**config.mk**
```make
export PLATFORM = sky130hd
export DESIGN_NAME = svpwm_div
export DESIGN_NICKNAME = d
export VERILOG_FILES = /design/src/rtl/svpwm_div.sv
export SDC_FILE = /design/constraint.sdc
export NUM_CORES = 2
export LEC_CHECK = 0
export BUFFER_PORTS_ARGS = -buffer_cell sky130_fd_sc_hd__buf_2
export CAP_MARGIN = 20
export CORE_ASPECT_RATIO = 0.8
export CORE_MARGIN = 5
export CORE_UTILIZATION = 45
export DETAILED_ROUTE_END_ITERATION = 8
export GPL_ROUTABILITY_DRIVEN = 0
export GPL_TIMING_DRIVEN = 0
export PLACE_DENSITY = 0.71
export SLEW_MARGIN = 5
export SYNTH_ARGS = -nofsm -noshare
export SYNTH_HDL_FRONTEND = slang
export SYNTH_SLANG_ARGS = --single-unit
```
**constraint.sdc**
```tcl
create_clock -name i_clk -period 3.7 [get_ports i_clk]
set_input_delay 0.185 -clock i_clk [delete_from_list [all_inputs] [get_ports i_clk]]
set_output_delay 0.185 -clock i_clk [all_outputs]
set_load 0.05 [all_outputs]
```
**src/rtl/svpwm_div.sv**
```systemverilog
// Pipelined restoring divider, two lanes sharing one divisor, one quotient bit per stage.
// Standalone; carries an opaque sideband word alongside the lanes.
module svpwm_div #(
    parameter int NB = 16,  // quotient bits (and stages)
    parameter int DW = 17,  // divisor width
    parameter int SW = 4    // sideband width
) (
    input  logic          i_clk,
    input  logic          i_rst_n,
    input  logic          i_en,
    input  logic          i_valid,
    input  logic [SW-1:0] i_side,
    input  logic [DW-1:0] i_divisor,
    input  logic [NB-1:0] i_num_a,
    input  logic [NB-1:0] i_num_b,
    input  logic [DW-1:0] i_rem_a,   // starting remainder, below the divisor
    input  logic [DW-1:0] i_rem_b,
    output logic          o_valid,
    output logic [SW-1:0] o_side,
    output logic [NB-1:0] o_quo_a,
    output logic [NB-1:0] o_quo_b
);

    // numerator bits shift out at the top while quotient bits shift in at the bottom
    typedef struct packed {
        logic [DW-1:0] rem;
        logic [NB-1:0] nq;
    } t_lane;

    function automatic t_lane div_step(input t_lane cur, input logic [DW-1:0] d);
        logic [DW:0] trial;
        t_lane       nxt;
        trial = {cur.rem, cur.nq[NB-1]};
        if (trial >= {1'b0, d}) begin
            nxt.rem = DW'(trial - {1'b0, d});
            nxt.nq  = {cur.nq[NB-2:0], 1'b1};
        end else begin
            nxt.rem = trial[DW-1:0];
            nxt.nq  = {cur.nq[NB-2:0], 1'b0};
        end
        return nxt;
    endfunction

    logic          r_valid [NB];
    logic [SW-1:0] r_side  [NB];
    logic [DW-1:0] r_div   [NB];
    t_lane         r_a     [NB];
    t_lane         r_b     [NB];

    logic          w_valid [NB];
    logic [SW-1:0] w_side  [NB];
    logic [DW-1:0] w_div   [NB];
    t_lane         w_a     [NB];
    t_lane         w_b     [NB];

    for (genvar k = 0; k < NB; k++) begin : g_stage
        if (k == 0) begin : g_first
            assign w_valid[k] = i_valid;
            assign w_side[k]  = i_side;
            assign w_div[k]   = i_divisor;
            assign w_a[k]     = {i_rem_a, i_num_a};
            assign w_b[k]     = {i_rem_b, i_num_b};
        end else begin : g_next
            assign w_valid[k] = r_valid[k-1];
            assign w_side[k]  = r_side[k-1];
            assign w_div[k]   = r_div[k-1];
            assign w_a[k]     = r_a[k-1];
            assign w_b[k]     = r_b[k-1];
        end

        always_ff @(posedge i_clk) begin
            if (!i_rst_n) begin
                r_valid[k] <= 1'b0;
            end else if (i_en) begin
                r_valid[k] <= w_valid[k];
            end
        end

        always_ff @(posedge i_clk) begin
            if (i_en) begin
                r_side[k] <= w_side[k];
                r_div[k]  <= w_div[k];
                r_a[k]    <= div_step(w_a[k], w_div[k]);
                r_b[k]    <= div_step(w_b[k], w_div[k]);
            end
        end
    end

    assign o_valid = r_valid[NB-1];
    assign o_side  = r_side[NB-1];
    assign o_quo_a = r_a[NB-1].nq;
    assign o_quo_b = r_b[NB-1].nq;

endmodule

```
==> metrics.md <==
| Metric | Value |
|---|---|
| Share of layout cells above drive strength 1 | `15.7%` |
| CTS tree | `yes` |
| Hold Violations, Final | `0` |
| WL/cell | `19.4 um` |
| Worst Setup End Kind | `register` |
| Grt ovf | `0` |
| Detailed-route via count | `45,600` |
| Top_reg_cell synth | `edfxtp_1` |
| Core area | `0.158 mm^2` |
| CTS root buf | `clkbuf_16` |
| Die X | `456 um` |
| Clock-pin slew on the worst setup and hold paths | `0.06 ns` |
| Syn avg cell area | `12.9 um^2` |
| Synthesis Warnings | `0` |
| Synthesis-stage register bit count | `1,357` |
| Worst-margin pin slew | `0.912 ns` |
| Worst path bufs/invs | `3` |
| Pin count of the biggest net entering global routing | `177` |
| Syn_nets | `6,192` |
| IO buf count | `127` |
| Pwr dens | `867 mW/mm^2` |
| Clock buffer depth | `3` |
| Hpwl dp | `116,000 um` |
| Max-slew headroom | `39.2%` |
| Number of global-route vias before repair | `43,200` |
| Clk_lat worst skew | `0.78 ns` |
| Post-route design area | `0.0817 mm^2` |
| CP arrival | `4.17 ns` |
| Delay-heaviest family, CP | `compound AO/OA/AOI/OAI gates` |
| Initial antenna violation count | `2` |
| Detailed Route WL | `158,000 um` |
| CP startpoint kind | `register` |
| Biggest area consumer among synthesized cells | `edfxtp_1` |
| Num rows | `130` |
| P&R area growth vs syn | `14.2%` |
| Post-Layout Cell Count | `8,179` |
| Clk network pwr share | `20.4%` |
| NetSw | `25.3 mW` |
| Vias per cell | `5.58` |
| Post-synthesis cell area | `0.0716 mm^2` |
| Logic pwr share | `44.5%` |
| CTS Buf Count | `144` |
| RSZ-0062 raised after global routing | `yes` |
| Largest cells by area after synthesis | `edfxtp_1 (57%), ha_1 (9.5%), mux2_2 (5.5%)` |
| Worst path slowest cell | `a2111o_1` |
| Clock sinks | `1,357` |
| EDFF count, synth | `1,356` |
| Critical Path Max Stage Delay | `0.44 ns` |
| CP cell instances | `clkinvlp_4 > ha_4 > inv_1 > fa_2 > a21oi_2 > o21ai_2 > a2111o_1 > a311oi_4 > o31ai_4 > a21oi_2 > o21ai_4 > buf_12 > mux2_2` |
| Die Y | `367 um` |
| CP Data Required Time | `4.22 ns` |
| Setup CP Type | `reg -> reg` |
| Starting DRT DRC Count | `4,171` |
| Top cell type's share of synthesized area | `56.9%` |
| Die area | `0.167 mm^2` |
| Switching part of the total | `35.7%` |
| ANT cells | `0` |
| Distinct cells, synth | `82` |
| Max-Cap Viols | `0` |
| P_leak | `32.2 nW` |
| Worst-case hold slack | `0.116 ns` |
| Worst Skew | `0.0325 ns` |
| Setup_tns | `0 ns` |
| Tot GR Track Use | `18.3%` |
| Initial DRT Pass Iterations | `5` |
| Final Max Slew Viols | `0` |
| Register area share after synthesis | `56.9%` |
| Peak supply drop | `0.000624 V` |
| # IOs | `128` |
| H-Tree Depth | `4` |
| Outcome | `finished, final reports clean` |
| Period minus WS final | `3.65 ns` |
| Largest fanout on the critical path | `7` |
| Final worst-path cycle share | `98.8%` |
| First-pass GRT wire length | `244,000 um` |
| Hold Path Class | `in -> reg` |
| Initial core utilization | `45.4%` |
| Total Nets Final | `6,622` |
| ANT nets after route | `0` |
| Post-Place Cells | `7,775` |
| DRC | `0` |
| Cell Int Power | `45.6 mW` |
| Flop pwr share | `35.0%` |
| Cells after Synth | `5,527` |
| Dpl cell area | `0.0751 mm^2` |
| Core Util, Final | `51.8%` |
| Final setup viols | `0` |
| F_max | `0.274 GHz` |
| FFs w/ async S/R, synth | `0%` |
| Most frequent CP cell | `a21oi_2` |
-- cell usage in the layout (no fill, tap or decap), types with 72 or more instances in the layout --
cell	count
edfxtp_1	1356
ha_1	542
inv_1	417
a21oi_1	362
mux2_2	350
nor2_1	270
xnor2_1	268
o21ai_0	230
nand2_1	215
a21o_1	202
clkbuf_16	148
xor2_1	142
buf_2	136
buf_4	98
dlygate4sd3_1	90
nor3_1	89
o21bai_1	72
-- state kept, by name (all words and copies together), names as in the netlist --
signal / count
r_a: 511
r_valid: 16
r_side: 64
r_div: 255
r_b: 511
-- synthesized netlist by cell type (71+ instances only) --
master,count
edfxtp_1,1356
ha_1,544
inv_1,419
a21oi_1,377
mux2_2,350
nor2_1,270
xnor2_1,268
o21ai_0,234
nand2_1,215
a21o_1,202
xor2_1,142
nor3_1,90
o21bai_1,72
nand3_1,71
-- routing by layer --
layer	global-route usage, %	vias up	routed length (um)
met5	0	-	0
met1	28.9	22100	78100
met2	25.6	1597	64200
met3	3.79	225	12900
met4	4.62	0	3240
li1	-	21700	-
-- power groups by stage --
stage / clock [mW] / sequential (mW) / combinational (mW)
6_report: 14.5 / 24.8 / 31.5
5_1_grt: 15.5 / 25.1 / 34.4
4_1_cts: 14.9 / 24.8 / 30.3
3_5_place_dp: 0 / 25.0 / 29.3
3_3_place_gp: 0 / 25.6 / 28.6
2_1_floorplan: 0 / 23.8 / 22.6
-- final cells by class --
class	instances	area, um^2
clock inverters	80	916
fillers	13000	75900
inverters	419	1580
repair buffers	285	2300
clock buffers	176	3810
well taps	2112	2640
multi-input cells	3643	29000
flip-flops and latches	1357	40700
plain buffers	107	689
-- worst register-to-register path: stages (launching register included) --
cell	delay (ns)
edfxtp_1	0.40
clkinvlp_4	0.22
ha_4	0.18
inv_1	0.05
fa_2	0.36
a21oi_2	0.17
o21ai_2	0.09
a2111o_1	0.44
a311oi_4	0.41
o31ai_4	0.19
a21oi_2	0.25
o21ai_4	0.15
buf_12	0.19
mux2_2	0.30
-- cell families after synthesis --
| kind of cell | synth area share, % |
|---|---|
| AO/OA/AOI/OAI | 11.5 |
| XOR/XNOR | 5.02 |
| adder cells (fa/ha/maj) | 10.4 |
| buffers and inverters | 3.05 |
| flip-flops | 56.9 |
| multiplexers | 6.28 |
| AND/OR/NAND/NOR | 6.86 |
-- worst paths after layout --
| kind | depth (start not counted) | endpoint | from | slack, ns |
|---|---|---|---|---|
| max | 13 | r_b[0][217] | r_b[0][180] | 0.05 |
| max reg2reg | 13 | r_b[0][217] | r_b[0][180] | 0.05 |
| min | 2 | r_b[0][14] | i_num_b[13] | 0.12 |
| min reg2reg | 0 | r_b[0][141] | r_b[0][107] | 0.39 |
-- stage by stage --
stage          power, mW  setup WS (ns)
2_1_floorplan       46.4          0.420
3_3_place_gp        54.2         -19.16
3_5_place_dp        54.3         -0.811
4_1_cts             70.0        0.00382
5_1_grt             75.0        -0.0517
6_report            70.8         0.0456
-- repair_timing --
action,in CTS,in global routing
gates cloned,0,1
endpoints found under the hold margin,171,0
pin swaps,19,21
gates resized for setup,54,62
buffers inserted,21,37
setup endpoints to repair,269,246
hold buffers,90,0
Note: power is estimated with default switching activity, not from simulation.
